File: src/rtl/plf_ram.sv
// ----------------------------------------------------------------------------
// plf_ram : generic single write, single read ram
// one write port and one read port with registered read data
// ----------------------------------------------------------------------------
`default_nettype none

module plf_ram #(
  parameter int WIDTH = 5,
  parameter int DEPTH = 25
) (
  input  wire logic                     clk,
  input  wire logic                     we,
  input  wire logic [$clog2(DEPTH)-1:0] waddr,
  input  wire logic [WIDTH-1:0]         wdata,
  input  wire logic [$clog2(DEPTH)-1:0] raddr,
  output logic      [WIDTH-1:0]         rdata
);

  logic [WIDTH-1:0] mem_r [DEPTH];
  logic [WIDTH-1:0] rdata_r;

  // write port and registered read
  always_ff @(posedge clk) begin
    if (we) begin
      mem_r[waddr] <= wdata;
    end
    rdata_r <= mem_r[raddr];
  end

  assign rdata = rdata_r;

endmodule

`default_nettype wire

File: config.mk
export PLATFORM = sky130hd
export DESIGN_NAME = plf_ram
export DESIGN_NICKNAME = d
export VERILOG_FILES = /design/src/rtl/plf_ram.sv
export SDC_FILE = /design/constraint.sdc
export NUM_CORES = 1
export LEC_CHECK = 0
export BUFFER_PORTS_ARGS = -buffer_cell sky130_fd_sc_hd__buf_4
export CAP_MARGIN = 20
export CORE_MARGIN = 2
export CORE_UTILIZATION = 40
export CTS_CLUSTER_DIAMETER = 120
export DETAILED_ROUTE_END_ITERATION = 10
export GPL_ROUTABILITY_DRIVEN = 0
export GPL_TIMING_DRIVEN = 0
export PLACE_DENSITY = 0.65
export SYNTH_ARGS = -nofsm -noshare
export SYNTH_HDL_FRONTEND = slang
export SYNTH_SLANG_ARGS = --single-unit
export TNS_END_PERCENT = 20
File: constraint.sdc
create_clock -name clk -period 2.25 [get_ports clk]
set_input_delay 0.45 -clock clk [delete_from_list [all_inputs] [get_ports clk]]
set_output_delay 0.45 -clock clk [all_outputs]
set_load 0.02 [all_outputs]
==> After elaboration in Yosys (flattened, before gate mapping) <==
Memories as Yosys holds them, arrays and structs flattened. A register that Yosys moved wholly into a read port is not among the register bits.
Index checks and enable logic that the tools add are counted.
{ "word_totals": {"word_cells": 3, "in_bits": 17, "ram_bits": 125, "output_inout_bits": 5, "register_bits": 0, "memories": 1} }
{ "op_classes": {"n_mux": 2} }
{ "memory_table": {"columns": ["name", "words", "word_bits", "rd", "rd_clocked_by_memory_dff", "wr", "line_no", "text"], "rows": [
  ["mem_r", 25, 5, 1, 1, 1, "19", "logic [WIDTH-1:0] mem_r [DEPTH];"]
]} }
{ "op_table": {"columns": ["operator", "n"], "rows": [
  ["$mux 1", 2]
]} }

==> Depth between registers and ports, before layout <==
{ "logic_depth": {"ltp_word": 2, "mapped_depth": 7, "ltp_nobuf": 4} }

==> Least setup slack after synthesis <==
No wires, ideal clock.
{ "synth_path": {"path_kind": "input -> register", "from": "in waddr[1]", "to": "mem mem_r[24][0], enable pin", "path_stages": 3, "n_path_buf": 1, "t_required_ns": 1.876, "arrival_ns": 1.506, "slack_ns": 0.370, "setup_time_ns": 0.374, "path_cell_list": "or3b_2 clkbuf_1 nor3_1"} }
{ "synth_lines": {"columns": ["item", "line_no", "text"], "rows": [
  ["start, declared", "13", "input wire logic [$clog2(DEPTH)-1:0] waddr,"],
  ["end, declared", "19", null]
]} }
Straight into the memory's write port.

==> Worst setup path after layout <==
{ "layout_path": {"from": "in waddr[1]", "to": "mem mem_r[24][1], enable pin"} }
Straight into the memory's write port.

==> results.md <==
* Largest net degree at the start of global routing at 26
* Relative slew slack at 0.482
* Hold Crit Class: in2reg
* Routed WL per cell at 20.8 um
* Crit start category: input pin
* Static Leak at 1.95 nW
* Area contributors post-synth: edfxtp_1 (74%), mux4_2 (10%), mux2i_1 (2.6%), nor2_1 (2.4%), dfxtp_1 (2.0%)
* Post-layout util at 0.481
* Vias in the first global route at 2,689
* Yosys reg bits at 130
* Fin crit share at 0.869
* Max Fclk at 511 MHz
* Total CTS buffers at 17
* H-tree levels at 4
* Required @ worst endpoint at 2.28 ns
* Share of the synthesized area in the top cell type at 0.739
* Max Fanout on Critical Path at 7
* Antenna diode instance count at 0
* Final worst slack at 0.294 ns
* Routed vias/inst at 5.26
* Post-DP HPWL at 6680 um
* Run status: completed
* Nets@finish at 326
* Share of cells above drive strength 1 at 0.246
* Clock buffer depth at 2
* Post-Syn Nets at 289
* Post-synth EDFFs at 125
* Final hold vios at 0
* Core box area at 12,500 um2
* Dpl ws at -0.118 ns
* Tmin final at 1.96 ns
* Avg Cell Area, Syn at 18.7 um2
* Antenna Nets Post-Route at 0
* Max Cap Viol at 0
* Initial antenna violation count at 0
* PortBufs at 18
* CTS tree: yes
* Synth warnings at 0
* CTS Hold Bufs at 0
* Die Y at 117 um
* Most instantiated cells after synthesis: edfxtp_1 (125), nor2_1 (32), mux4_2 (23), mux2i_1 (13), nand2_1 (12)
* Max VDD drop at 0.652 mV
* Worst EP arrival at 1.99 ns
* Top-count cell post-synth: edfxtp_1
* DP Cell Count at 462
* RSZ-0062 raised after global routing: false
* First-pass GRT wire length at 15,500 um
* CTS sink cnt at 130
* Clk_lat worst skew at 0.41 ns
* GRT overflow at 0
* Vias at 2,592
* Ys async rst share at 0
* Post-Synthesis Cells at 272
* Post-route insts no fill at 493
* All-Layer GR Usage at 0.164
* Synth cell types at 32
* Worst-Margin Slew at 0.771 ns
* Final Skew at 0.00938 ns
* # setup viols final at 0
* Post-CTS Setup Bufs at 0
* Power consumption at 5.73 mW
* Routed Wire Length at 10,200 um
* Critical path class: in2reg
* # DRC at 0
* CTS clk-pin slew, worst paths at 0.06 ns
* Seq/Total Area, Yosys at 0.759
* Ys flop type: edfxtp_1
* Die Area at 13,600 um2
* 1st-iter DRT viols at 294
* Mapped cell area at 5080 um2
* Fin Hold WS at 0.427 ns
* Slew Limit Fails at 0
* Initial Utilization at 0.406
* Most area-hungry cell type in the Yosys netlist: edfxtp_1
* Rows at 41
* DRT Pass-1 Iters at 4
* Post-CTS Resized at 0
* Root buffer selected by CTS: clkbuf_16
* Top Ports at 22
* Setup crit end kind: flop
* Syn-to-layout area delta at 18.6%
* Pwr dens at 951 nW/um2
* DIE WIDTH at 117 um
-- worst max-delay path, stage by stage --
cell,delay [ns]
buf_4,0.12
or3b_2,0.45
clkbuf_1,0.26
nor3_1,0.70
-- registers in the layout, indices dropped and copies added (netlist names) --
name / cells
rdata: 5
mem_r: 125
-- final cells by class --
class	instances	area, um2
tap	172	215
multi-input combinational	128	1140
timing repair buffer	18	135
buffer	11	77.6
sequential	130	3850
inverter	3	11.3
clock buffer	19	433
fill	1081	6490
clock inverter	12	160
-- final timing paths --
| path | endpoint | depth (start not counted) | slack [ns] | startpoint |
|---|---|---|---|---|
| min reg2reg | rdata[1]$_DFF_P_ | 2 | 0.61 | mem_r[24][1]$_DFFE_PP_ |
| max reg2reg | rdata[0]$_DFF_P_ | 4 | 0.71 | mem_r[2][0]$_DFFE_PP_ |
| max | mem_r[24][1]$_DFFE_PP_ | 4 | 0.29 | waddr[1] |
| min | mem_r[16][3]$_DFFE_PP_ | 1 | 0.43 | wdata[3] |
-- metrics by stage --
step	setup TNS (ns)	instance area, um2
global placement	-0.222	5430
detailed placement	-0.588	5430
finish	0	6020
floorplan	0	5080
global route	0	6020
CTS	0	6020
-- power by group --
group | total, mW | switching (mW) | leakage (nW) | internal (mW)
combinational | 0.287 | 0.173 | 0.499 | 0.114
clock | 2.74 | 1.00 | 0.283 | 1.74
sequential | 2.70 | 0.00869 | 1.17 | 2.69
-- kinds of logic after synthesis --
| family | synth area share |
|---|---|
| DFF | 0.759 |
| and+or+nand+nor | 0.0626 |
| muxes | 0.133 |
| AOI/OAI and AO/OA | 0.0283 |
| buffers and inverters | 0.0175 |
-- layer usage --
| metal | vias to the layer above | routed length [um] | GRT usage |
|---|---|---|---|
| met4 | 0 | 106 | 0.0533 |
| met3 | 11 | 570 | 0.0477 |
| met2 | 89 | 5000 | 0.255 |
| met5 | - | 0 | 0 |
| li1 | 1166 | - | - |
| met1 | 1326 | 4560 | 0.226 |
-- layout by cell type (no fill, tap or decap), types with 5 or more instances in the layout --
cell type and instances:
edfxtp_1 125, buf_4 19, nand2_1 12, clkbuf_1 6, mux2i_1 13, nand3_1 5
nor2_1 32, dfxtp_1 5, clkbuf_16 17, o21ai_0 6, mux4_2 23
No activity file was read; power rests on OpenSTA's default activity.
