==> config.mk <==
export PLATFORM = sky130hd
export DESIGN_NAME = plf_fifo
export DESIGN_NICKNAME = d
export VERILOG_FILES = /design/src/rtl/plf_fifo.sv
export SDC_FILE = /design/constraint.sdc
export NUM_CORES = 1
export LEC_CHECK = 0
export BUFFER_PORTS_ARGS = -buffer_cell sky130_fd_sc_hd__buf_2
export CAP_MARGIN = 20
export CORE_MARGIN = 2
export CORE_UTILIZATION = 40
export CTS_CLUSTER_DIAMETER = 120
export DETAILED_ROUTE_END_ITERATION = 16
export GPL_ROUTABILITY_DRIVEN = 0
export HOLD_SLACK_MARGIN = 0.06
export SLEW_MARGIN = 10
export SYNTH_ARGS = -nofsm -noshare
export SYNTH_HDL_FRONTEND = slang
export SYNTH_SLANG_ARGS = --single-unit
==> constraint.sdc <==
create_clock -name clk -period 1.8 [get_ports clk]
set_input_delay 0.09 -clock clk [delete_from_list [all_inputs] [get_ports clk]]
set_output_delay 0.09 -clock clk [all_outputs]
set_load 0.05 [all_outputs]
==> src/rtl/plf_fifo.sv <==
// ----------------------------------------------------------------------------
// plf_fifo : small first-word fall-through queue
// register storage, head word visible while not empty
// ----------------------------------------------------------------------------
`default_nettype none

module plf_fifo #(
  parameter int WIDTH = 8,
  parameter int DEPTH = 2
) (
  input  wire logic                       clk,
  input  wire logic                       rst_n,
  input  wire logic                       push,
  input  wire logic [WIDTH-1:0]           push_data,
  output logic                            full,
  input  wire logic                       pop,
  output logic      [WIDTH-1:0]           pop_data,
  output logic                            empty,
  output logic      [$clog2(DEPTH+1)-1:0] count
);

  localparam int PTR_W = $clog2(DEPTH);
  localparam int CNT_W = $clog2(DEPTH + 1);

  logic [WIDTH-1:0] mem_r [DEPTH];
  logic [PTR_W-1:0] wr_ptr_r, wr_ptr_nxt;
  logic [PTR_W-1:0] rd_ptr_r, rd_ptr_nxt;
  logic [CNT_W-1:0] count_r, count_nxt;
  logic             do_push, do_pop;

  assign full     = (count_r == CNT_W'(DEPTH));
  assign empty    = (count_r == '0);
  assign count    = count_r;
  assign pop_data = mem_r[rd_ptr_r];
  assign do_push  = push && !full;
  assign do_pop   = pop && !empty;

  // pointer and fill count update
  always_comb begin
    wr_ptr_nxt = wr_ptr_r;
    rd_ptr_nxt = rd_ptr_r;
    count_nxt  = count_r;
    if (do_push) begin
      wr_ptr_nxt = (wr_ptr_r == PTR_W'(DEPTH - 1)) ? '0 : wr_ptr_r + 1'b1;
    end
    if (do_pop) begin
      rd_ptr_nxt = (rd_ptr_r == PTR_W'(DEPTH - 1)) ? '0 : rd_ptr_r + 1'b1;
    end
    if (do_push && !do_pop) begin
      count_nxt = count_r + 1'b1;
    end else if (do_pop && !do_push) begin
      count_nxt = count_r - 1'b1;
    end
  end

  always_ff @(posedge clk) begin
    if (!rst_n) begin
      wr_ptr_r <= '0;
      rd_ptr_r <= '0;
      count_r  <= '0;
    end else begin
      wr_ptr_r <= wr_ptr_nxt;
      rd_ptr_r <= rd_ptr_nxt;
      count_r  <= count_nxt;
    end
  end

  // storage, no reset
  always_ff @(posedge clk) begin
    if (do_push) begin
      mem_r[wr_ptr_r] <= push_data;
    end
  end

endmodule

`default_nettype wire

## Word level (Yosys, flattened, before mapping)

Memory sizes are Yosys's and may differ from the RTL's. A register that Yosys moved wholly into a read port is not among the register bits.
Index checks and enable logic that the tools add are counted.
Widths: inputs -> output; s select.

| storage, ports and cells | value |
|---|---|
| logic and storage cells | 27 |
| memories | 1 |
| memory bits (writable) | 16 |
| output and inout bits | 12 |
| flip-flop bits (word level) | 4 |
| bits of input ports | 12 |

Memory list:

| name | depth | bits a word | read ports | clocked after memory_dff | write ports | RTL line | source |
|---|---|---|---|---|---|---|---|
| mem_r | 2 | 8 | 1 | 1 | 1 | 25 | `logic [WIDTH-1:0] mem_r [DEPTH];` |

| operators by class | value |
|---|---|
| equality and inequality tests | 1 |
| reductions and logical operators | 10 |
| multiplexer cells | 8 |
| $add $sub $neg | 4 |

Operators by type and width:

| kind | number |
|---|---|
| $mux 1 | 6 |
| $logic_and 1x1->1 | 4 |
| $logic_not 1->1 | 4 |
| $mux 2 | 2 |
| $add 1x1->1 const B | 2 |
| $add 2x1->2 const B | 1 |
| $eq 2x2->1 const B | 1 |
| $logic_not 2->1 | 1 |
| $reduce_bool 2->1 | 1 |
| $sub 2x1->2 const B | 1 |

## Depth between registers and ports, before layout

| logic depth | value |
|---|---|
| depth after elaboration | 7 |
| gate-level depth with buffers | 7 |
| mapped depth without buffers | 7 |

## Worst setup path after synthesis

No wires, ideal clock.

| timing path | value |
|---|---|
| kind | register -> register |
| start | reg count_r[1], in the netlist count[1] |
| end | reg count_r[1], in the netlist count[1] |
| arrival time | 1.909 ns |
| period minus slack after synthesis | 1.979 ns |
| cell stages (with the launch flop) | 7 |
| path buffers | 0 |
| setup slack | -0.179 ns |
| required time | 1.730 ns |
| library setup time | 0.070 ns |
| path through | dfxtp_1 nand2b_1 inv_2 nor2_1 ha_1 or3_1 a21boi_1 |

| on the way | value |
|---|---|
| word-level cells in the longest chain between the ends | 6 |
| elaborated cells between the ends (all ways) | 15 |
| those cells by class | 2 x add/sub; 1 x eq/ne; 2 x mux; 10 x reduce/logical |

Ends and longest elaborated chain:

| element | RTL line | source |
|---|---|---|
| start, declared | 28 | `logic [CNT_W-1:0] count_r, count_nxt;` |
| start signal, assigned | 64 | `count_r <= count_nxt;` |
| $eq 2x2->1 * | 31 | `assign full = (count_r == CNT_W'(DEPTH));` |
| net full | 15 | `output logic full,` |
| $logic_not 1->1 * | 35 | `assign do_push = push && !full;` |
| $logic_and 1x1->1 * | 35 |  |
| $logic_not 1->1 | 51 | `end else if (do_pop && !do_push) begin` |
| $logic_and 1x1->1 | 51 |  |
| $reduce_bool 2->1 (no line) | -- |  |

Mark *: on every way through the listed nets, which the timed path passes. The rest lies on a longest branch. The select of a mux whose other input is x is not followed.
A chain may end at the register's enable or synchronous reset.

## Worst setup path in the final report

| timing path | value |
|---|---|
| start | reg count_r[0], in the netlist count[0] |
| end | reg count_r[1], in the netlist count[1] |

| on the way | value |
|---|---|
| word-level cells in the longest chain between the ends | 6 |
| elaborated cells between the ends (all ways) | 15 |
| those cells by class | 2 x add/sub; 1 x eq/ne; 2 x mux; 10 x reduce/logical |

Ends and longest elaborated chain:

| element | RTL line |
|---|---|
| $eq 2x2->1 or $logic_not 2->1 (tied branches) | 31, 32 |
| $logic_not 1->1 (on tied branches) | 35, 36 |
| $logic_and 1x1->1 (on tied branches) | 35, 36 |
| $logic_not 1->1 (on tied branches) | 51, 49 |
| $logic_and 1x1->1 (on tied branches) | 51, 49 |
| $reduce_bool 2->1 (no line) or $mux 2 (tied branches) | -- |

Parallel ways exist; a longest one is shown, timed or not. The select of a mux whose other input is x is not followed.

==> impl_metrics.csv <==
group,metric,value,unit
worst_setup_path,cpPeakStageDelay,360,ps
die,die_x,49.0,um
worst_setup_path,cp_max_fo,6,
global_routing,grt_pass1_wl,2180,um
timing,grt_setup_unrepaired,"no",
global_routing,grt_start_max_net_pins,13,
timing,setup_viol,0,
timing,max_slew_margin,74.7,%
synthesis,ys_warn_count,0,
synthesis,postSynthAreaPerCell,16.2,sq um
worst_setup_path,cp_data_arrival_time,1760,ps
flow_run,cap_violations,0,
final_layout,antennaDiodeCount,0,
placed_design,hpwl,840,um
final_layout,nNetsFinal,101,
drt,drc,0,
placed_design,dp_cells,101,
drt,wl_per_cell,10.9,um
timing,hold_viol_final,0,
clock_tree,cts_tree,"done",
die,die_h,49.0,um
global_routing,grt_overflow_total,0,
worst_setup_path,crit_chain,"nand2b_1, inv_2, nor2_1, ha_1, or3_1, a21boi_1",
timing,holdWs,151,ps
clock_tree,postCtsSetupBuffers,0,
final_layout,stdcell_count,114,
clock_tree,numCtsBuffers,3,
timing,period_share,85.3,%
global_routing,grt_usage,12.5,%
die,core-area,1940,sq um
clock_tree,clock-sinks,21,
worst_setup_path,critical_path_class,"flop to flop",
synthesis,ys_seq_area_share,71.7,%
final_layout,final_area,1090,sq um
drt,ant_nets,0,
global_routing,antenna_found_initial,0,
die,design.die.area,2400,sq um
synthesis,synth.area.top_cells,"edfxtp_1, dfxtp_1, mux2_2",
placed_design,port_buffers,23,
final_layout,layout_commonest_cell,"buf_2",
clock_tree,clk_latency,290,ps
global_routing,grt_pass1_vias,505,
timing,final.setup_skew,5.06,ps
clock_tree,ctsResizeCount,0,
drt,via_per_inst,4.39,
die,initial_core_util,41.7,%
synthesis,synth-seq-cells,21,
final_layout,final_cell_mix,"buf_2, edfxtp_1, dlygate4sd3_1, mux2_2",
worst_setup_path,cp.required,2030,ps
synthesis,yosysTopAreaCellShare,59.4,%
worst_setup_path,cp-start-kind,"flop",
power,p_leak,0.440,nW
power,finalPower,1.67,mW
final_layout,multi_input_area,216,sq um
min_path,min_path_type,"input pin to flop",
status,status,"finished clean",
drt,drt_wl_total,1240,um
drt,vias,501,
timing,period_needed,1530,ps
final_layout,drive_above_1_share,47.1,%
synthesis,syn_nets,63,
synthesis,synth_cell_types,20,
worst_setup_path,endpoint_kind,"flop",
clock_tree,hold_buffers,9,
power,power_density,1540,nW/um^2
clock_tree,htree_levels,1,
drt,dr.pass1.iters,4,
timing,tightest_slew,380,ps
power,peakVddDrop,0.00104,V
placed_design,placed_area,971,sq um
die,fp-row-count,16,
clock_tree,cts-root-buf,"clkbuf_4",
final_layout,regArea,583,sq um
drt,drt-initial-drc-count,4,
timing,clock.fmax,651,MHz
clock_tree,clk_path_buf_depth,2,
final_layout,n_fill_cell,187,
final_layout,area_delta_synth_final,34.5,%
synthesis,syn_inst,50,
worst_setup_path,crit_slowest_cell,"dfxtp_2",
clock_tree,path_clk_slew,110,ps
synthesis,yosysTopAreaCell,"edfxtp_1",
timing,tns,0,ps
timing,slew_violations,0,
synthesis,syn-cell-area,810,sq um
die,ios,24,
## synthesized netlist by cell type
| cell | count |
|---|---|
| nand2b_1 | 1 |
| or3_1 | 1 |
| xnor2_1 | 2 |
| nor3_2 | 1 |
| a21boi_0 | 1 |
| o21ai_0 | 1 |
| and3_1 | 1 |
| o21a_1 | 1 |
| nor2_1 | 2 |
| mux2_2 | 8 |
| a21boi_1 | 1 |
| ha_1 | 1 |
| o21ai_1 | 1 |
| inv_1 | 1 |
| edfxtp_1 | 16 |
| buf_2 | 1 |
| inv_2 | 1 |
| and2_1 | 3 |
| dfxtp_1 | 5 |
| xor2_1 | 1 |
## routing by layer
layer	global-route usage, %	share of wire (%)	vias to the layer above
li1	-	-	258
met1	13.8	45	228
met2	22.6	51	13
met3	2.76	3.5	2
met4	5.71	0.65	0
met5	0	0	-
## per-stage QoR
stage	setup WS [ps]	util, %
detailed placement	259	50.0
floorplan	26.6	-
global route	147	56.1
finish	265	56.1
global placement	334	50.0
CTS	225	56.1
## sequential cells by signal (all words and copies together), names as in the netlist, named ones only
| name | cells |
|---|---|
| mem_r | 16 |
| wr_ptr_r | 1 |
| rd_ptr_r | 1 |
| count | 2 |
## worst max-delay path: cells and delay by family, from the launching register on
kind	cells	cell delay, ps
simple gates	3	570
compound gates	1	150
flops	1	360
buf+inv	1	80
fa+ha+maj	1	300
## logic make-up after synthesis
group	synth area share, %
AO/OA/AOI/OAI	4.02
AND/OR/NAND/NOR	6.80
buffers and inverters	1.54
adder cells (fa/ha/maj)	1.55
XOR/XNOR	3.25
flip-flops	71.7
multiplexers	11.1
## power by group
part	internal (mW)	switching [mW]	leakage, nW
logic	0.251	0.518	0.231
registers	0.623	0.0681	0.191
clock network	0.0826	0.130	0.0177
total	0.956	0.716	0.440
## path summary, 6_finish.rpt
check	from	to	slack, ps	cells after the start
max	count[0]	count[1]	270	6
min reg2reg	count[1]	count[1]	530	2
max reg2reg	count[0]	count[1]	270	6
min	push	wr_ptr_r	150	3
## layout make-up
class	instances	share of cell area (%)
flip-flops and latches	21	53.6
clock buffers	3	2.07
clock inverters	1	0.460
inverters	2	0.690
multi-input cells	26	19.9
well taps	27	3.10
repair buffers	34	20.2
No activity file was read; power rests on OpenSTA's default activity.
