`config.mk`:
```
export PLATFORM = sky130hd
export DESIGN_NAME = plf_back
export DESIGN_NICKNAME = d
export VERILOG_FILES = /design/src/rtl/plf_pkg.sv /design/src/rtl/plf_back.sv
export SDC_FILE = /design/constraint.sdc
export NUM_CORES = 1
export LEC_CHECK = 0
export BUFFER_PORTS_ARGS = -buffer_cell sky130_fd_sc_hd__buf_4
export CAP_MARGIN = 20
export CORE_MARGIN = 3
export CORE_UTILIZATION = 50
export CTS_CLUSTER_SIZE = 20
export DETAILED_ROUTE_END_ITERATION = 8
export PLACE_DENSITY = 0.84
export SYNTH_ARGS = -nofsm -noshare
export SYNTH_HDL_FRONTEND = slang
export SYNTH_SLANG_ARGS = --single-unit
```
`constraint.sdc`:
```
create_clock -name clk -period 10.39 [get_ports clk]
set_input_delay 1.039 -clock clk [delete_from_list [all_inputs] [get_ports clk]]
set_output_delay 1.039 -clock clk [all_outputs]
set_load 0.02 [all_outputs]
```
`src/rtl/plf_pkg.sv`:
```
// ----------------------------------------------------------------------------
// plf_pkg : shared types, codes and helpers of the playfair cipher core
// letter codes, action codes, channel words and key square geometry
// ----------------------------------------------------------------------------
`default_nettype none

package plf_pkg;

  // letter codes and square geometry
  localparam int LETTER_W  = 5;
  localparam int SQ_SIDE   = 5;
  localparam int SQ_CELLS  = 25;
  localparam int ALPHA     = 26;
  localparam int SQ_ADDR_W = 5;
  localparam int PL_ADDR_W = 5;

  typedef logic [LETTER_W-1:0] letter_t;

  localparam letter_t CODE_I = 5'd8;
  localparam letter_t CODE_J = 5'd9;
  localparam letter_t CODE_X = 5'd23;

  // input actions
  typedef enum logic [1:0] {
    ACT_KEY    = 2'd0,
    ACT_FINISH = 2'd1,
    ACT_MSG    = 2'd2,
    ACT_END    = 2'd3
  } action_t;

  // configuration register indexes
  localparam int CFG_IDX_W  = 1;
  localparam int CFG_DATA_W = 5;
  localparam logic [CFG_IDX_W-1:0] REG_DECIPHER = 1'd0;
  localparam logic [CFG_IDX_W-1:0] REG_PAD      = 1'd1;

  // channel words
  typedef struct packed {
    action_t action;
    letter_t letter;
  } in_item_t;

  typedef struct packed {
    letter_t out_letter;
    logic    message_last;
  } out_item_t;

  // digraph handed from front to back
  typedef struct packed {
    letter_t a;
    letter_t b;
    logic    last;
    logic    decipher;
  } pair_t;

  // key store write port driven by the front
  typedef struct packed {
    logic                 we;
    logic [SQ_ADDR_W-1:0] sq_addr;
    letter_t              sq_data;
    logic [PL_ADDR_W-1:0] pl_addr;
    logic [SQ_ADDR_W-1:0] pl_data;
  } key_wr_t;

  // back end status seen by the front
  typedef struct packed {
    logic pair_full;
    logic drained;
  } pipe_stat_t;

  // j is folded into i
  function automatic letter_t fold(input letter_t c);
    return (c == CODE_J) ? CODE_I : c;
  endfunction

  // row of a square place, compare chain instead of a divide by five
  function automatic logic [2:0] place_row(input logic [SQ_ADDR_W-1:0] p);
    logic [2:0] r;
    if (p >= 5'd20)      r = 3'd4;
    else if (p >= 5'd15) r = 3'd3;
    else if (p >= 5'd10) r = 3'd2;
    else if (p >= 5'd5)  r = 3'd1;
    else                 r = 3'd0;
    return r;
  endfunction

  // place of a row and column, row times five as shift and add
  function automatic logic [SQ_ADDR_W-1:0] cell_index(input logic [2:0] row,
                                                      input logic [2:0] col);
    return {row, 2'b00} + {2'b00, row} + {2'b00, col};
  endfunction

  function automatic logic [2:0] place_col(input logic [SQ_ADDR_W-1:0] p);
    logic [SQ_ADDR_W-1:0] d;
    d = p - cell_index(place_row(p), 3'd0);
    return d[2:0];
  endfunction

  // step one place along a row or column with wrap, backwards when deciphering
  function automatic logic [2:0] wrap_step(input logic [2:0] v, input logic back);
    logic [2:0] r;
    if (back) r = (v == 3'd0) ? 3'(SQ_SIDE - 1) : v - 3'd1;
    else      r = (v == 3'(SQ_SIDE - 1)) ? 3'd0 : v + 3'd1;
    return r;
  endfunction

endpackage

`default_nettype wire

```
`src/rtl/plf_back.sv`:
```
// ----------------------------------------------------------------------------
// plf_back : digraph transform stage of the playfair core
// looks up both places, picks the output cells, reads them out in order
// ----------------------------------------------------------------------------
`default_nettype none

module plf_back (
  input  wire logic                              clk,
  input  wire logic                              rst_n,
  input  wire plf_pkg::pair_t                    pair_word,
  input  wire logic                              pair_empty,
  output logic                                   pair_pop,
  input  wire logic                              res_room2,
  output logic                                   res_push,
  output plf_pkg::out_item_t                     res_word,
  output logic [plf_pkg::PL_ADDR_W-1:0]          pl_raddr,
  input  wire logic [plf_pkg::SQ_ADDR_W-1:0]     pl_rdata,
  output logic [plf_pkg::SQ_ADDR_W-1:0]          sq_raddr,
  input  wire plf_pkg::letter_t                  sq_rdata,
  output logic                                   idle
);

  typedef enum logic [5:0] {
    B_IDLE = 6'b000001,
    B_PA   = 6'b000010,
    B_PB   = 6'b000100,
    B_SQ1  = 6'b001000,
    B_SQ2  = 6'b010000,
    B_O2   = 6'b100000
  } back_state_t;

  back_state_t                   state_r, state_nxt;
  plf_pkg::pair_t                pair_r, pair_nxt;
  logic [plf_pkg::SQ_ADDR_W-1:0] pa_r, pa_nxt;
  logic [plf_pkg::SQ_ADDR_W-1:0] i2_r, i2_nxt;
  logic [plf_pkg::SQ_ADDR_W-1:0] i1, i2;
  logic [2:0]                    r1, c1, r2, c2;

  assign idle = (state_r == B_IDLE);

  // output cells of the digraph from both places
  always_comb begin
    r1 = plf_pkg::place_row(pa_r);
    c1 = plf_pkg::place_col(pa_r);
    r2 = plf_pkg::place_row(pl_rdata);
    c2 = plf_pkg::place_col(pl_rdata);
    if (r1 == r2) begin
      i1 = plf_pkg::cell_index(r1, plf_pkg::wrap_step(c1, pair_r.decipher));
      i2 = plf_pkg::cell_index(r2, plf_pkg::wrap_step(c2, pair_r.decipher));
    end else if (c1 == c2) begin
      i1 = plf_pkg::cell_index(plf_pkg::wrap_step(r1, pair_r.decipher), c1);
      i2 = plf_pkg::cell_index(plf_pkg::wrap_step(r2, pair_r.decipher), c2);
    end else begin
      i1 = plf_pkg::cell_index(r1, c2);
      i2 = plf_pkg::cell_index(r2, c1);
    end
  end

  // read addresses
  assign pl_raddr = (state_r == B_PB) ? pair_r.b : pair_r.a;
  assign sq_raddr = (state_r == B_SQ1) ? i1 : i2_r;

  // sequencer
  always_comb begin
    state_nxt = state_r;
    pair_nxt  = pair_r;
    pa_nxt    = pa_r;
    i2_nxt    = i2_r;
    pair_pop  = 1'b0;
    res_push  = 1'b0;
    res_word  = '{out_letter: sq_rdata, message_last: 1'b0};
    case (state_r)
      B_IDLE: begin
        if (!pair_empty && res_room2) begin
          pair_pop  = 1'b1;
          pair_nxt  = pair_word;
          state_nxt = B_PA;
        end
      end
      B_PA: begin
        state_nxt = B_PB;
      end
      B_PB: begin
        pa_nxt    = pl_rdata;
        state_nxt = B_SQ1;
      end
      B_SQ1: begin
        i2_nxt    = i2;
        state_nxt = B_SQ2;
      end
      B_SQ2: begin
        res_push  = 1'b1;
        state_nxt = B_O2;
      end
      B_O2: begin
        res_push              = 1'b1;
        res_word.message_last = pair_r.last;
        state_nxt             = B_IDLE;
      end
      default: begin
        state_nxt = B_IDLE;
      end
    endcase
  end

  always_ff @(posedge clk) begin
    if (!rst_n) begin
      state_r <= B_IDLE;
    end else begin
      state_r <= state_nxt;
    end
  end

  // working payload, no reset
  always_ff @(posedge clk) begin
    pair_r <= pair_nxt;
    pa_r   <= pa_nxt;
    i2_r   <= i2_nxt;
  end

endmodule

`default_nettype wire

```
After elaboration in Yosys (flattened, before gate mapping)
Index checks and enable logic that the tools add are counted.
Word-level totals
  input port bits: 26
  output and inout bits: 19
  memories: 0
  bits in read-only memories: 0
  bits in latches: 0
  memory bits (writable): 0
  logic and storage cells: 94
  bits in registers: 28
Cells by class
  $mul: 0
  add/subtract/negate cells: 20
  div/mod/pow operators: 0
  reductions and logical operators: 8
  shift operators: 0
  bitwise operators: 0
  multiplexer cells: 38
  equality and inequality tests: 13
  magnitude comparators: 8
Operators by type and width (number)
  $mux W3: 20
  $add A5 B3 Y5: 10
  $mux W5: 6
  $pmux W6 S5: 1
  $ge A5 B4 Y1 const B: 4
  $add A3 B1 Y3 const B: 4
  $eq A3 B3 Y1 const B: 4
  $logic_not A3 Y1: 4
  $sub A3 B1 Y3 const B: 4
  $ge A5 B3 Y1 const B: 2
  $ge A5 B5 Y1 const B: 2
  $mux W2: 4
  $eq A3 B3 Y1: 2
  $eq A6 B1 Y1 const B: 1
  $eq A6 B2 Y1 const B: 1
  $eq A6 B3 Y1 const B: 1
  $eq A6 B4 Y1 const B: 1
  $eq A6 B5 Y1 const B: 1
  $eq A6 B6 Y1 const B: 1
  $mux W1: 6
  $mux W6: 1
  $sub A3 B3 Y3: 2
  $ne A2 B1 Y1 const B: 1
  $reduce_and A2 Y1: 1
  other kinds (3): 3

Logic depth before layout (Yosys ltp)
  depth after elaboration: 15
  mapped depth: 21

Least setup slack after synthesis
No wires, ideal clock.
  path type: register to output
  from: register pa_r[2] (netlist name)
  to: output port sq_raddr[4] (netlist name)
  arrival: 4012 ps
  stages on the path, launching flop included: 18
  path buffers: 1
  setup slack: 5339 ps
  data required time: 9351 ps
  cell sequence: edfxtp_1 -> buf_2 -> o21ai_1 -> o31ai_2 -> inv_1 -> ha_1 -> inv_1 -> fa_1 -> a21o_1 -> o211ai_2 -> inv_1 -> fa_1 -> ha_1 -> a21o_1 -> a21oi_1 -> xnor2_1 -> a211oi_2 -> o21ai_1
On the way
  longest elaborated chain between the ends: 15
  elaborated cells between the ends (all ways): 36
Ends and longest elaborated chain
  start: declaration: line plf_back.sv:34  | logic [plf_pkg::SQ_ADDR_W-1:0] pa_r, pa_nxt;
  start signal: assignment: line plf_back.sv:117  | pa_r <= pa_nxt;
  branches (longest 13 deep; another with $ge A5 B3 Y1)
  $mux W5 (*): line plf_back.sv:47  | if (r1 == r2) begin
  $mux W5 (*): line plf_back.sv:61  | assign sq_raddr = (state_r == B_SQ1) ? i1 : i2_r;
  end: declaration: line plf_back.sv:18  | output logic [plf_pkg::SQ_ADDR_W-1:0] sq_raddr,
Mark *: on every way between the ends. The select of a mux whose other input is x is not followed.

Worst setup path after layout
Ends and elaborated chain as after synthesis.

==> results.toml <==
[finish]
n_fill_cell = 441
diodes = 0
design_area_um2 = 3170
nets = 408
final_common_cell = "nand2_1"
seq_area_um2 = 781
drive_above_1_share_pct = 17.2
multi_input_area_um2 = 1890
layout_common_cells = "40 x nand2_1, 35 x buf_4, 33 x ha_1, 23 x nor2_1"
syn_to_final_growth_pct = 11.4
fin_util_pct = 59.8
stdcell_count = 408

[floorplan]
dieArea_um2 = 6630
die_y_um = 81.5
pin_count = 45
initial_core_util_pct = 53.7
coreArea_um2 = 5300
rows = 26
die_x_um = 81.5

[routing]
antenna_left = 0
wl_per_cell_um = 15.0
drt_drc_violations_left = 0
firstDrtPassIters = 8
viasPerCell = 5.69
first_iter_violations = 85
wl_um = 6140
num_vias = 2321

[critical_path]
cp-end-kind = "primary output"
r2r_cells = 12
cp_max_fo = 10
cp.arrival_ns = 4.71
crit_type = "reg2out"
crit_path_start_kind = "flop"
worstPathRequired_ns = 9.35

[global_route]
grt.met3_usage_pct = 2.19
antenna_found_initial = 0
use_met1_pct = 24.8
grt_pass1_vias = 2346
grt_max_degree = 21
grt_overflow = 0
globalRouteTotalUtil_pct = 20.5
grt_pass1_wl_um = 10600
grt.met2_usage_pct = 37.0
busiest_layer = "met2"

[sta]
relSlewSlack_pct = 46.7
worst_pin_slew_ns = 0.794
slew_viol_final = 0
tns_ns = 0
max_freq_mhz = 174
hold_violations = 0
clock_skew_ns = 0.00679
rsz0062_at_grt = "false"
setup_viol = 0
fin_crit_ns = 5.75
min_period_over_period_pct = 55.4
holdWs_ns = 0.508

[placement]
dpl.cell_count = 403
io_buffers = 34
place_area_um2 = 3110
post-dp-hpwl_um = 4990
globalplace.congestion = 0.891

[yosys]
synth_edf_count = 22
yosysSeqAreaShare_pct = 27.4
synth_area_um2 = 2850
synth_mux_area_share_pct = 4.18
synth_top_family_by_area = "adder cells"
yosys_warnings = 0
syn_nets = 381
synthDistinctLibCells = 58
synthAdderAreaFrac_pct = 21.9
netlist_instances = 312
synth.avg_cell_area_um2 = 9.12
synth_ff_type = "edfxtp_1"
async_flop_share_pct = 0
ys_ff_latch = 28
synthSimpleGateAreaFrac_pct = 15.7
synth-xor-area-share_pct = 6.64
synth_compound_area_share_pct = 18.1

[worst_hold_path]
worstHoldPathCells = 2
hold_path.class = "reg2reg"

[pwr]
powerDensity_nw_per_um2 = 101
ir_drop_mv = 0.0994
p_leak_uw = 0.00144

[clock_tree]
cts_tree = "yes"
clock_latency_ns = 0.28
cts_resized = 0
root_buffer = "clkbuf_8"
cts.sinks = 28
path_clk_slew_ns = 0.09
htree_levels = 1
cts_setup_buffers = 0
cts-hold-fix-buffers = 0
cts_inserted_buffers = 3
cts_buffer_depth = 2

[flow_run]
maxCapViolCount = 0

[run_status]
status = "completed"
-- final timing paths --
path / startpoint / endpoint / slack, ns
hold reg to reg: state_r[1] / state_r[2] / 0.51
hold / removal: state_r[1] / state_r[2] / 0.51
setup reg to reg: pa_r[2] / i2_r[4] / 6.51
setup / recovery: pa_r[2] / sq_raddr[4] / 4.64
-- flip-flops by register name, indices dropped and copies added (netlist names) --
name,cells
i2_r,5
pa_r,5
pair_r,12
state_r,6
-- critical path, stage by stage, from the launching register on --
cell,delay [ns]
edfxtp_1,0.52
o21ai_1,0.48
o31ai_2,0.18
inv_1,0.19
ha_1,0.17
inv_1,0.04
fa_1,0.39
a21o_1,0.19
o211ai_2,0.27
inv_1,0.19
fa_1,0.56
ha_1,0.31
a21o_1,0.16
a21oi_1,0.17
xnor2_1,0.11
a211oi_2,0.24
o21ai_1,0.10
buf_4,0.16
-- logic make-up (layout without fill, tap and decap cells) --
kind of cell,count (synthesis),in the layout
and+or+nand+nor,95,95
muxes,11,11
buffers and inverters,37,63
xor gates and xnor gates,20,20
AOI/OAI and AO/OA,77,77
adders and majority gates,44,44
DFF,28,28
-- layout make-up --
type / instances / share of cell area, %
inverters: 24 / 2.84
well taps: 70 / 2.76
repair buffers: 35 / 8.29
flip-flops and latches: 28 / 24.6
clock buffers: 4 / 1.74
multi-input cells: 247 / 59.7
-- cells in the mapped netlist, types with 2 or more instances --
cell type | count | share of area [%]
nand2_1 | 40 | 5.3
ha_1 | 33 | 15
nor2_1 | 23 | 3.0
a21oi_1 | 22 | 3.9
edfxtp_1 | 22 | 23
inv_1 | 22 | 2.9
o21ai_0 | 16 | 2.8
fa_1 | 10 | 7.0
xnor2_1 | 10 | 3.1
xor2_1 | 9 | 2.8
a21o_1 | 7 | 1.8
buf_4 | 6 | 1.6
dfxtp_1 | 6 | 4.2
mux2i_1 | 6 | 2.1
o21ai_1 | 6 | 1.1
nor3_1 | 5 | 0.88
and2_1 | 4 | 0.88
clkbuf_1 | 4 | 0.53
mux2_2 | 4 | 1.6
nand2b_1 | 4 | 0.88
nor2b_1 | 4 | 0.88
a211oi_2 | 3 | 1.3
nand3_1 | 3 | 0.53
or3_1 | 3 | 0.66
a21boi_0 | 2 | 0.53
a22oi_1 | 2 | 0.53
buf_2 | 2 | 0.35
inv_2 | 2 | 0.26
nand4b_1 | 2 | 0.62
o21a_1 | 2 | 0.53
-- routing by layer --
| metal | part of all wire (%) | wire (um) |
|---|---|---|
| met5 | 0 | 0 |
| met2 | 49 | 3040 |
| met4 | 2.8 | 170 |
| met3 | 4.4 | 270 |
| met1 | 43 | 2660 |
-- metrics by stage --
stage	setup slack [ns]	total power (uW)
after global routing	4.24	342
after CTS	4.64	320
after global placement	4.99	248
final	4.64	319
after floorplan	5.34	223
after detailed placement	4.89	252
-- where the power goes --
part           switching, uW  internal [uW]  total (uW)
logic                   68.7           55.0         124
registers               2.33            126         128
clock network           33.1           34.0        67.0
Note: power is estimated with default switching activity, not from simulation.
