File: src/rtl/plf_pkg.sv
// ----------------------------------------------------------------------------
// plf_pkg : shared types, codes and helpers of the playfair cipher core
// letter codes, action codes, channel words and key square geometry
// ----------------------------------------------------------------------------
`default_nettype none

package plf_pkg;

  // letter codes and square geometry
  localparam int LETTER_W  = 5;
  localparam int SQ_SIDE   = 5;
  localparam int SQ_CELLS  = 25;
  localparam int ALPHA     = 26;
  localparam int SQ_ADDR_W = 5;
  localparam int PL_ADDR_W = 5;

  typedef logic [LETTER_W-1:0] letter_t;

  localparam letter_t CODE_I = 5'd8;
  localparam letter_t CODE_J = 5'd9;
  localparam letter_t CODE_X = 5'd23;

  // input actions
  typedef enum logic [1:0] {
    ACT_KEY    = 2'd0,
    ACT_FINISH = 2'd1,
    ACT_MSG    = 2'd2,
    ACT_END    = 2'd3
  } action_t;

  // configuration register indexes
  localparam int CFG_IDX_W  = 1;
  localparam int CFG_DATA_W = 5;
  localparam logic [CFG_IDX_W-1:0] REG_DECIPHER = 1'd0;
  localparam logic [CFG_IDX_W-1:0] REG_PAD      = 1'd1;

  // channel words
  typedef struct packed {
    action_t action;
    letter_t letter;
  } in_item_t;

  typedef struct packed {
    letter_t out_letter;
    logic    message_last;
  } out_item_t;

  // digraph handed from front to back
  typedef struct packed {
    letter_t a;
    letter_t b;
    logic    last;
    logic    decipher;
  } pair_t;

  // key store write port driven by the front
  typedef struct packed {
    logic                 we;
    logic [SQ_ADDR_W-1:0] sq_addr;
    letter_t              sq_data;
    logic [PL_ADDR_W-1:0] pl_addr;
    logic [SQ_ADDR_W-1:0] pl_data;
  } key_wr_t;

  // back end status seen by the front
  typedef struct packed {
    logic pair_full;
    logic drained;
  } pipe_stat_t;

  // j is folded into i
  function automatic letter_t fold(input letter_t c);
    return (c == CODE_J) ? CODE_I : c;
  endfunction

  // row of a square place, compare chain instead of a divide by five
  function automatic logic [2:0] place_row(input logic [SQ_ADDR_W-1:0] p);
    logic [2:0] r;
    if (p >= 5'd20)      r = 3'd4;
    else if (p >= 5'd15) r = 3'd3;
    else if (p >= 5'd10) r = 3'd2;
    else if (p >= 5'd5)  r = 3'd1;
    else                 r = 3'd0;
    return r;
  endfunction

  // place of a row and column, row times five as shift and add
  function automatic logic [SQ_ADDR_W-1:0] cell_index(input logic [2:0] row,
                                                      input logic [2:0] col);
    return {row, 2'b00} + {2'b00, row} + {2'b00, col};
  endfunction

  function automatic logic [2:0] place_col(input logic [SQ_ADDR_W-1:0] p);
    logic [SQ_ADDR_W-1:0] d;
    d = p - cell_index(place_row(p), 3'd0);
    return d[2:0];
  endfunction

  // step one place along a row or column with wrap, backwards when deciphering
  function automatic logic [2:0] wrap_step(input logic [2:0] v, input logic back);
    logic [2:0] r;
    if (back) r = (v == 3'd0) ? 3'(SQ_SIDE - 1) : v - 3'd1;
    else      r = (v == 3'(SQ_SIDE - 1)) ? 3'd0 : v + 3'd1;
    return r;
  endfunction

endpackage

`default_nettype wire

File: src/rtl/plf_front.sv
// ----------------------------------------------------------------------------
// plf_front : input stage of the playfair core
// takes input words, builds the key square, pairs message letters
// ----------------------------------------------------------------------------
`default_nettype none

module plf_front (
  input  wire logic                               clk,
  input  wire logic                               rst_n,
  input  wire logic                               in_push,
  input  wire plf_pkg::in_item_t                  in_word,
  output logic                                    in_full,
  input  wire logic                               cfg_decipher,
  input  wire logic [plf_pkg::CFG_DATA_W-1:0]     cfg_pad,
  input  wire plf_pkg::pipe_stat_t                stat,
  output logic                                    pair_push,
  output plf_pkg::pair_t                          pair_word,
  output plf_pkg::key_wr_t                        key_wr
);

  typedef enum logic [1:0] {
    F_RUN  = 2'b01,
    F_FILL = 2'b10
  } front_state_t;

  front_state_t                         state_r, state_nxt;
  logic                                 hold_v_r, hold_v_nxt;
  plf_pkg::in_item_t                    hold_r, hold_nxt;
  logic [plf_pkg::ALPHA-1:0]            used_r, used_nxt, used_base;
  logic [plf_pkg::SQ_ADDR_W-1:0]        fill_r, fill_nxt, fill_base;
  logic                                 key_ready_r, key_ready_nxt;
  plf_pkg::letter_t                     held_r, held_nxt;
  logic                                 held_v_r, held_v_nxt;
  plf_pkg::letter_t                     scan_r, scan_nxt;

  plf_pkg::letter_t                     c;
  plf_pkg::letter_t                     pad_eff;
  plf_pkg::letter_t                     place_c;
  logic                                 letter_ok;
  logic                                 exec;
  logic                                 place_go;

  // folded letter of the held word and the pad in use
  assign c         = plf_pkg::fold(hold_r.letter);
  assign letter_ok = (hold_r.letter < plf_pkg::LETTER_W'(plf_pkg::ALPHA));
  assign pad_eff   = plf_pkg::fold((cfg_pad < plf_pkg::CFG_DATA_W'(plf_pkg::ALPHA)) ?
                                   cfg_pad : plf_pkg::CODE_X);

  // the held word leaves this cycle when exec is high
  assign in_full = hold_v_r && !exec;

  always_comb begin
    state_nxt     = state_r;
    hold_v_nxt    = hold_v_r;
    hold_nxt      = hold_r;
    used_nxt      = used_r;
    fill_nxt      = fill_r;
    key_ready_nxt = key_ready_r;
    held_nxt      = held_r;
    held_v_nxt    = held_v_r;
    scan_nxt      = scan_r;
    exec          = 1'b0;
    place_go      = 1'b0;
    place_c       = c;
    used_base     = used_r;
    fill_base     = fill_r;
    pair_push     = 1'b0;
    pair_word     = '{a: held_r, b: c, last: 1'b0, decipher: cfg_decipher};
    key_wr        = '0;

    case (state_r)
      // classify and carry out the held word
      F_RUN: begin
        if (hold_v_r) begin
          case (hold_r.action)
            plf_pkg::ACT_KEY: begin
              if (!letter_ok) begin
                exec = 1'b1;
              end else if (stat.drained) begin
                exec     = 1'b1;
                place_go = 1'b1;
                if (key_ready_r) begin
                  used_base     = '0;
                  fill_base     = '0;
                  key_ready_nxt = 1'b0;
                  held_v_nxt    = 1'b0;
                  held_nxt      = '0;
                end
              end
            end
            plf_pkg::ACT_FINISH: begin
              exec = 1'b1;
              if (!key_ready_r) begin
                state_nxt = F_FILL;
                scan_nxt  = '0;
              end
            end
            plf_pkg::ACT_MSG: begin
              if (!letter_ok || !key_ready_r) begin
                exec = 1'b1;
              end else if (!held_v_r) begin
                exec       = 1'b1;
                held_nxt   = c;
                held_v_nxt = 1'b1;
              end else if (!stat.pair_full) begin
                exec      = 1'b1;
                pair_push = 1'b1;
                if (!cfg_decipher && (held_r == c)) begin
                  pair_word.b = pad_eff;
                  held_nxt    = c;
                end else begin
                  held_v_nxt = 1'b0;
                  held_nxt   = '0;
                end
              end
            end
            plf_pkg::ACT_END: begin
              if (!key_ready_r || !held_v_r) begin
                exec = 1'b1;
              end else if (!stat.pair_full) begin
                exec           = 1'b1;
                pair_push      = 1'b1;
                pair_word.b    = pad_eff;
                pair_word.last = 1'b1;
                held_v_nxt     = 1'b0;
                held_nxt       = '0;
              end
            end
            default: begin
              exec = 1'b1;
            end
          endcase
        end
      end
      // fill the rest of the square, one letter a cycle, j skipped
      F_FILL: begin
        place_c  = scan_r;
        place_go = (scan_r != plf_pkg::CODE_J);
        scan_nxt = scan_r + 1'b1;
        if (scan_r == plf_pkg::LETTER_W'(plf_pkg::ALPHA - 1)) begin
          key_ready_nxt = 1'b1;
          state_nxt     = F_RUN;
        end
      end
      default: begin
        state_nxt = F_RUN;
      end
    endcase

    // place one letter in the square if new and room is left
    if (place_go) begin
      used_nxt = used_base;
      fill_nxt = fill_base;
      if (!used_base[place_c] &&
          (fill_base < plf_pkg::SQ_ADDR_W'(plf_pkg::SQ_CELLS))) begin
        key_wr.we         = 1'b1;
        key_wr.sq_addr    = fill_base;
        key_wr.sq_data    = place_c;
        key_wr.pl_addr    = place_c;
        key_wr.pl_data    = fill_base;
        used_nxt[place_c] = 1'b1;
        fill_nxt          = fill_base + 1'b1;
      end
    end

    // input holding register
    if (in_push && !in_full) begin
      hold_nxt   = in_word;
      hold_v_nxt = 1'b1;
    end else if (exec) begin
      hold_v_nxt = 1'b0;
    end
  end

  always_ff @(posedge clk) begin
    if (!rst_n) begin
      state_r     <= F_RUN;
      hold_v_r    <= 1'b0;
      used_r      <= '0;
      fill_r      <= '0;
      key_ready_r <= 1'b0;
      held_r      <= '0;
      held_v_r    <= 1'b0;
      scan_r      <= '0;
    end else begin
      state_r     <= state_nxt;
      hold_v_r    <= hold_v_nxt;
      used_r      <= used_nxt;
      fill_r      <= fill_nxt;
      key_ready_r <= key_ready_nxt;
      held_r      <= held_nxt;
      held_v_r    <= held_v_nxt;
      scan_r      <= scan_nxt;
    end
  end

  // held word payload, no reset
  always_ff @(posedge clk) begin
    hold_r <= hold_nxt;
  end

endmodule

`default_nettype wire

File: config.mk
export PLATFORM = sky130hd
export DESIGN_NAME = plf_front
export DESIGN_NICKNAME = d
export VERILOG_FILES = /design/src/rtl/plf_pkg.sv /design/src/rtl/plf_front.sv
export SDC_FILE = /design/constraint.sdc
export NUM_CORES = 1
export LEC_CHECK = 0
export BUFFER_PORTS_ARGS = -buffer_cell sky130_fd_sc_hd__buf_2
export CAP_MARGIN = 20
export CORE_ASPECT_RATIO = 0.75
export CORE_MARGIN = 8
export CORE_UTILIZATION = 36
export DETAILED_ROUTE_END_ITERATION = 12
export SLEW_MARGIN = 30
export SYNTH_ARGS = -nofsm -noshare
export SYNTH_HDL_FRONTEND = slang
export SYNTH_SLANG_ARGS = --single-unit
File: constraint.sdc
create_clock -name clk -period 4.4 [get_ports clk]
set_clock_uncertainty 0.1 [all_clocks]
set_input_delay 0.88 -clock clk [delete_from_list [all_inputs] [get_ports clk]]
set_output_delay 0.88 -clock clk [all_outputs]
set_load 0.02 [all_outputs]
# Yosys cells after proc, flatten, opt, wreduce, memory -nomap -nowiden
# Index checks and enable logic that the tools add are counted.
# Widths: inputs -> output; s select.
[totals] wordCells=155 out_inout_bits=35 ff_bits=53
[classes] n_reduce_logical=23 add_sub_neg=2 eq_ne=24 n_mux=90 order_cmp=5 bitwise_logic=1
[ops] operator="$mux 26" n=7
[ops] operator="$mux 5" n=27
[ops] operator="$mux 21" n=2
[ops] operator="$mux 1" n=35
[ops] operator="$or 26x26->26" n=1
[ops] operator="$mux 6" n=4
[ops] operator="$ne 2x2->1 const B" n=11
[ops] operator="$pmux 5 s2" n=2
[ops] operator="$lt 5x5->1 const B" n=3
[ops] operator="$pmux 5 s3" n=1
[ops] operator="$add 5x1->5 const B" n=2
[ops] operator="$eq 5x4->1 const B" n=2
[ops] operator="$reduce_and 10->1" n=1
[ops] operator="$reduce_and 9->1" n=1
[ops] operator="$mux 2" n=4
[ops] operator="$reduce_and 4->1" n=2
[ops] operator="$logic_not 1->1" n=7
[ops] operator="$eq 2x2->1 const B" n=3
[ops] operator="$lt 5x6->1 const B" n=1
[ops] operator="$pmux 1 s2" n=3
[ops] operator="$reduce_and 6->1" n=1
[ops] operator="$bmux 1 s5" n=1
[ops] operator="$demux 1 s5" n=1
[ops] operator="$eq 5x5->1" n=1
[ops] operator="14 further kinds" n=22

# Longest topological paths before layout
# Gate-level depths: netlist of the first run.
[depth] ltp_word=12 mapped_depth=14 ltp_nobuf=12

# Worst setup path before layout of the first run
# Ideal clock, no wire load.
[synth_path] kind="reg2out" from="reg hold_r[1] (netlist bit)" to="out key_wr[14] (netlist bit)" stages_incl_launch_ff=13 required_ps=3420 path_buffers=5 setup_slack_ps=72 arrival_time_ps=3348 path_cell_list="edfxtp_1 buf_6 or4b_1 buf_2 a22o_1 buf_6 mux4_2 a32o_1 and4b_1 o21ai_2 buf_2 a21oi_1 buf_4"
[synth_lines] item="start: declaration" line_no="plf_front.sv:28" source="plf_pkg::in_item_t hold_r, hold_nxt;"
[synth_lines] item="start signal: assignment" line_no="plf_front.sv:199" source="hold_r <= hold_nxt;"
[synth_lines] item="end: declaration" line_no="plf_front.sv:18" source="output plf_pkg::key_wr_t key_wr"

==> results of run 1 <==
==> stage by stage <==
stage | utilization [%] | area, um2
6_report | 41.6 | 3680
5_1_grt | 41.6 | 3680
4_1_cts | 41.4 | 3660
3_5_place_dp | 39.6 | 3510
3_3_place_gp | 39.6 | 3510
2_1_floorplan | - | 3220
==> what timing repair did <==
action                                  CTS  global route
resized for setup                         2             5
pin swaps                                 0             0
hold buffers                              0             0
endpoints found under the setup margin   14             2
hold endpoints to repair                  0             0
==> final cells by class <==
type	instances	area (um2)	area share, %
timing repair buffer	63	343	9.31
tap	112	140	3.81
sequential	53	1130	30.7
clock inverter	1	7.51	0.204
multi-input combinational	309	1880	51.1
inverter	12	45.0	1.22
clock buffer	7	133	3.60
==> sequential cells by signal, indices dropped and copies added (netlist names) <==
name / cells
fill_r: 5
held_r: 5
held_v_r: 1
hold_r: 7
hold_v_r: 1
key_ready_r: 1
scan_r: 5
state_r: 2
used_r: 26
==> tightest hold or removal path: stages (launching register included) <==
cell     delay (ns)
dfxtp_1        0.31
nand2_1        0.05
o21ai_1        0.05
==> cell usage in the layout, fill, tap and decap left out, drive strengths merged, types with 3 or more instances in the layout <==
cell / netlist / routed
a211oi: 3 / 3
a21oi: 14 / 14
a22o: 3 / 3
a22oi: 5 / 5
a31oi: 6 / 6
and2: 11 / 11
and3: 3 / 3
buf: 20 / 63
clkbuf: 15 / 7
dfxtp: 46 / 46
edfxtp: 7 / 7
ha: 6 / 6
inv: 12 / 12
mux2i: 13 / 13
nand2: 81 / 81
nand2b: 5 / 5
nand3: 10 / 10
nand3b: 4 / 4
nand4: 5 / 5
nor2: 28 / 28
nor2b: 14 / 14
nor3: 6 / 6
nor3b: 8 / 8
o211ai: 5 / 5
o21ai: 37 / 37
o22ai: 4 / 4
o31ai: 3 / 3
xor2: 5 / 5
==> path summary, 6_finish.rpt <==
| path | cells past startpoint | to | start |
|---|---|---|---|
| setup / recovery | 11 | key_wr[15] | hold_r[1]$_DFFE_PP_ |
| hold / removal | 2 | used_r[15]$_SDFFE_PN0P_ | used_r[15]$_SDFFE_PN0P_ |
| hold reg to reg | 2 | used_r[15]$_SDFFE_PN0P_ | used_r[15]$_SDFFE_PN0P_ |
| setup reg to reg | 9 | used_r[17]$_SDFFE_PN0P_ | hold_r[1]$_DFFE_PP_ |
==> power by group <==
group / total [mW] / leakage (nW) / internal, mW / switching [mW]
sequential: 0.538 / 0.439 / 0.514 / 0.0240
clock: 0.379 / 0.0641 / 0.212 / 0.168
combinational: 0.377 / 0.899 / 0.127 / 0.250
==> metal layers <==
| metal | routed length [um] | GRT usage (%) | vias up |
|---|---|---|---|
| met1 | 4480 | 20.6 | 1414 |
| met4 | 78 | 3.73 | 0 |
| met3 | 355 | 2.72 | 6 |
| li1 | - | - | 1501 |
| met5 | 0 | 0 | - |
| met2 | 3770 | 20.9 | 55 |
==> logic make-up (layout without fill, tap and decap cells) <==
logic type                 after synthesis  after routing  synth area share (%)
AOI/OAI and AO/OA                       95             95                  18.7
and+or+nand+nor                        185            185                  28.8
buffers and inverters                   47             83                  7.41
xor gates and xnor gates                 7              7                  1.90
muxes                                   16             16                  5.78
adders and majority gates                6              6                  2.33
DFF                                     53             53                  35.1
==> impl_metrics.json, run 1 <==
{
  "grt_pass1_wl_um": 14600,
  "max_clock_freq_mhz": 237,
  "cts_made_buffers": 5,
  "path_class": "reg2out",
  "drtIter0Drc": 160,
  "cts_sinks": 53,
  "syn_area_um2": 3220,
  "crit_path_end_kind": "output port",
  "cts_setup_buffers": 0,
  "rrSetupSlack_ns": 1.14,
  "yosys.area.top_type": "dfxtp_1",
  "ys.flop_type": "dfxtp_1",
  "worstMarginPinSlew_ns": 0.635,
  "place_congestion": 0.820,
  "fin_tns_setup_ns": 0,
  "yosysMostFrequentCell": "nand2_1",
  "via_count": 2976,
  "avgSynthCellArea_um2": 7.88,
  "netlist.area_leader.share_pct": 28.6,
  "setup_ws_ns": 0.188,
  "core_um2": 8860,
  "pin_count": 53,
  "grt_usage_pct": 14.2,
  "path_cells": "or4b_4 > a22o_1 > buf_4 > mux4_2 > nand2_1 > and4b_2 > nor2_1 > nor3b_2 > ha_1 > and2_1 > buf_2",
  "gr-total-overflow": 0,
  "detail-route-antenna-nets": 0,
  "clockRootBuffer": "clkbuf_16",
  "ys_seq_elements": 53,
  "slew_headroom_pct": 57.5,
  "hold_viol_final": 0,
  "start_util_pct": 36.4,
  "drt-pass1-iter-count": 5,
  "ys_top_cells_by_count": "nand2_1 (81), dfxtp_1 (46), nor2_1 (28)",
  "row_count": 30,
  "vdd_drop_max_mv": 0.169,
  "io_buffers": 52,
  "fin_nets": 468,
  "crit_arrival_ns": 3.23,
  "worstPathBufferInverterCount": 2,
  "stdcell_count": 557,
  "cp_slowest_stage_delay_ns": 0.60,
  "ys_warn_count": 0,
  "power_density_nw_per_um2": 352,
  "synth_cells": 409,
  "rsz0062_at_grt": "false",
  "fp.dieW_um": 125,
  "crit_family": "simple AND/OR/NAND/NOR gates",
  "fin_crit_ns": 4.21,
  "clk_latency_ns": 0.29,
  "pre_cts_ws_ns": 0.286,
  "die_y_um": 97.9,
  "synthDistinctLibCells": 61,
  "fillers": 905,
  "whs_ns": 0.346,
  "path_max_fanout": 9,
  "cpMaxStageDelayCell": "or4b_4",
  "dp_hpwl_um": 6530,
  "finalCritPeriodShare_pct": 95.7,
  "vias_per_cell": 5.34,
  "seq_area_frac_synth_pct": 35.1,
  "status": "completed",
  "async_reset_ff_share_pct": 0,
  "post_drt_wl_per_cell_um": 15.6,
  "area_delta_synth_final_pct": 14.2,
  "synth_edf_count": 7,
  "clkSlewWorstSetupHoldPaths_ns": 0.07,
  "n_antenna_cell": 0,
  "grt_pass1_vias": 2860,
  "route.detailed.drc": 0,
  "maxSlewViolCount": 0,
  "drive_gt1_share_pct": 19.8,
  "placedCellCount": 549,
  "synth_area_leaders": "dfxtp_1 (29%), nand2_1 (9.4%), edfxtp_1 (6.5%)",
  "setup_viol": 0,
  "syn-num-nets": 433,
  "grt_max_degree": 29,
  "crit_required_ns": 3.42,
  "antenna_found_initial": 0,
  "cp-start-kind": "flop",
  "cts_max_path_buffers": 2,
  "power_leakage_nw": 1.40,
  "cts_tree": "built",
  "min_path_type": "reg2reg",
  "cts_max_level": 2,
  "die_area_um2": 12300,
  "power.total_mw": 1.29,
  "finalWirelength_um": 8690,
  "maxCapViolCount": 0
}
Note: power is estimated with default switching activity, not from simulation.
==> run 2, diff against run 1 <==
--- a/config.mk
+++ b/config.mk
@@ -8,8 +8,11 @@
 export BUFFER_PORTS_ARGS = -buffer_cell sky130_fd_sc_hd__buf_2
 export CAP_MARGIN = 20
+export CELL_PAD_IN_SITES_DETAIL_PLACEMENT = 1
+export CELL_PAD_IN_SITES_GLOBAL_PLACEMENT = 2
 export CORE_ASPECT_RATIO = 0.75
 export CORE_MARGIN = 8
-export CORE_UTILIZATION = 36
+export CORE_UTILIZATION = 33
 export DETAILED_ROUTE_END_ITERATION = 12
+export PLACE_DENSITY_LB_ADDON = 0.1
 export SLEW_MARGIN = 30
 export SYNTH_ARGS = -nofsm -noshare
==> constraint.sdc (replaced) <==
create_clock -name clk -period 4.4 [get_ports clk]
set_clock_uncertainty 0.1 [all_clocks]
set_input_delay 0.88 -clock clk [delete_from_list [all_inputs] [get_ports clk]]
set_output_delay 0.88 -clock clk [all_outputs]
set_load 0.005 [all_outputs]
==> run 2 against run 1 <==
Compared with the run above:
- register-to-register slack better by 0.03 ns
- largest cell class unchanged
- core utilization shrank 2.5 points
- via count increased by 1.4%
- die area grew 7.7%
- final cell count grew 4.1%
- flip-flop and latch count unchanged
- final area grew 1.7%
- critical path depth decreased by 1
==> impl_metrics.json, run 2 (same netlist as run 1, synthesis figures left out) <==
{
  "finalWirelength_um": 10300,
  "n_antenna_cell": 0,
  "setup_viol": 0,
  "path_class": "reg2out",
  "final_area_um2": 3740,
  "core_um2": 9580,
  "maxCapViolCount": 0,
  "fin_crit_ns": 4.25,
  "fin_nets": 471,
  "cts_max_path_buffers": 2,
  "power_leakage_nw": 1.43,
  "cts_made_buffers": 5,
  "largest_register_ffs": 26,
  "cts_tree": "built",
  "min_path_type": "reg2reg",
  "slew_headroom_pct": 57.0,
  "cts_sinks": 53,
  "final_cell_mix": "nand2_1 (81), buf_2 (52), dfxtp_1 (46), nor2_1 (28), o21ai_1 (27)",
  "power.total_mw": 1.32,
  "antenna_found_initial": 0,
  "io_buffers": 52,
  "rsz0062_at_grt": "false",
  "dp_hpwl_um": 7870,
  "fin_tns_setup_ns": 0,
  "met1_usage_pct": 22.7,
  "cts_max_level": 2,
  "top_register": "used_r",
  "drive_gt1_share_pct": 20.5,
  "placed_area_um2": 3550,
  "crit_arrival_ns": 3.27,
  "hold_viol_final": 0,
  "pre_cts_ws_ns": 0.120,
  "area_delta_synth_final_pct": 16.1,
  "finalCritPeriodShare_pct": 96.6,
  "maxSlewViolCount": 0,
  "power_density_nw_per_um2": 353,
  "grt_pass1_wl_um": 16100,
  "die_y_um": 102,
  "drtIter0Drc": 226,
  "top_regs": "used_r x26, hold_r x7",
  "clockRootBuffer": "clkbuf_16",
  "fp.dieW_um": 130,
  "crit_path_end_kind": "output port",
  "vias_per_cell": 5.20,
  "layout_commonest_cell": "nand2_1",
  "setup_ws_ns": 0.150,
  "grt_util_met3_pct": 3.47,
  "route.detailed.drc": 0,
  "grt_usage_pct": 15.7,
  "status": "completed",
  "grt_max_degree": 29,
  "row_count": 31,
  "busiest_layer": "met2",
  "die_area_um2": 13200,
  "start_util_pct": 33.6,
  "clkSlewWorstSetupHoldPaths_ns": 0.07,
  "via_count": 3017,
  "fin_util_pct": 39.1,
  "drt-pass1-iter-count": 4,
  "fillers": 1225,
  "post_drt_wl_per_cell_um": 17.8,
  "place_congestion": 0.761,
  "grt_pass1_vias": 2985,
  "cp-start-kind": "flop",
  "max_clock_freq_mhz": 235,
  "detail-route-antenna-nets": 0,
  "worstMarginPinSlew_ns": 0.643,
  "clk_latency_ns": 0.30,
  "pin_count": 53,
  "crit_required_ns": 3.42,
  "vdd_drop_max_mv": 0.234,
  "use_met2_pct": 22.9,
  "gr-total-overflow": 0,
  "path_max_fanout": 6
}
[run 2: cell types whose count changed in the layout (fill, tap and decap cells not counted), sizes merged]
| cell | previous run | this run |
|---|---|---|
| buf | 63 | 65 |
| clkinv | 0 | 2 |
| clkbuf | 7 | 6 |
| clkinvlp | 1 | 0 |
| o21ai | 37 | 38 |
[run 2: final timing paths]
path                                 from                       to  slack, ns  cells past startpoint
hold / removal    used_r[25]$_SDFFE_PN0P_  used_r[25]$_SDFFE_PN0P_       0.35                      2
setup reg to reg      hold_r[1]$_DFFE_PP_   fill_r[0]$_SDFFE_PN0P_       1.17                     10
setup / recovery      hold_r[1]$_DFFE_PP_                key_wr[0]       0.15                     10
hold reg to reg   used_r[25]$_SDFFE_PN0P_  used_r[25]$_SDFFE_PN0P_       0.35                      2
[run 2: critical path, cell delays in order (launching register included)]
cell      delay, ns
edfxtp_1       0.39
or4b_4         0.59
a22o_4         0.28
mux4_2         0.42
a32o_1         0.24
and4b_2        0.35
nor2_1         0.06
nor3b_2        0.24
ha_1           0.17
and2_1         0.12
buf_2          0.11
[run 2: layout make-up]
type | instances | area, um2 | area share [%]
multi-input combinational | 310 | 1890 | 50.5
clock buffer | 6 | 139 | 3.71
timing repair buffer | 65 | 358 | 9.56
clock inverter | 2 | 13.8 | 0.368
sequential | 53 | 1130 | 30.2
inverter | 12 | 45.0 | 1.20
tap | 132 | 165 | 4.41
[run 2: repair_timing]
action	4_1_cts	5_1_grt
setup endpoints to repair	21	20
pin swaps	0	1
gates cloned	0	1
hold buffers	0	0
buffers inserted	0	1
resized for setup	3	4
[run 2: stage by stage]
| stage | cells | hold slack, ns |
|---|---|---|
| after floorplan | 409 | 0.322 |
| after global placement | 570 | 0.335 |
| after detailed placement | 570 | 0.344 |
| after CTS | 578 | 0.354 |
| after global routing | 580 | 0.379 |
| final | 580 | 0.352 |
[run 2: layer usage]
layer	wire [um]	up-vias	part of all wire [%]
met2	4180	50	40
met1	5590	1453	54
li1	-	1504	-
met3	477	10	4.6
met4	90	0	0.87
met5	0	-	0
[run 2: where the power goes]
part,switching [mW],internal (mW)
Clock,0.183,0.227
Sequential,0.0234,0.514
Combinational,0.247,0.127
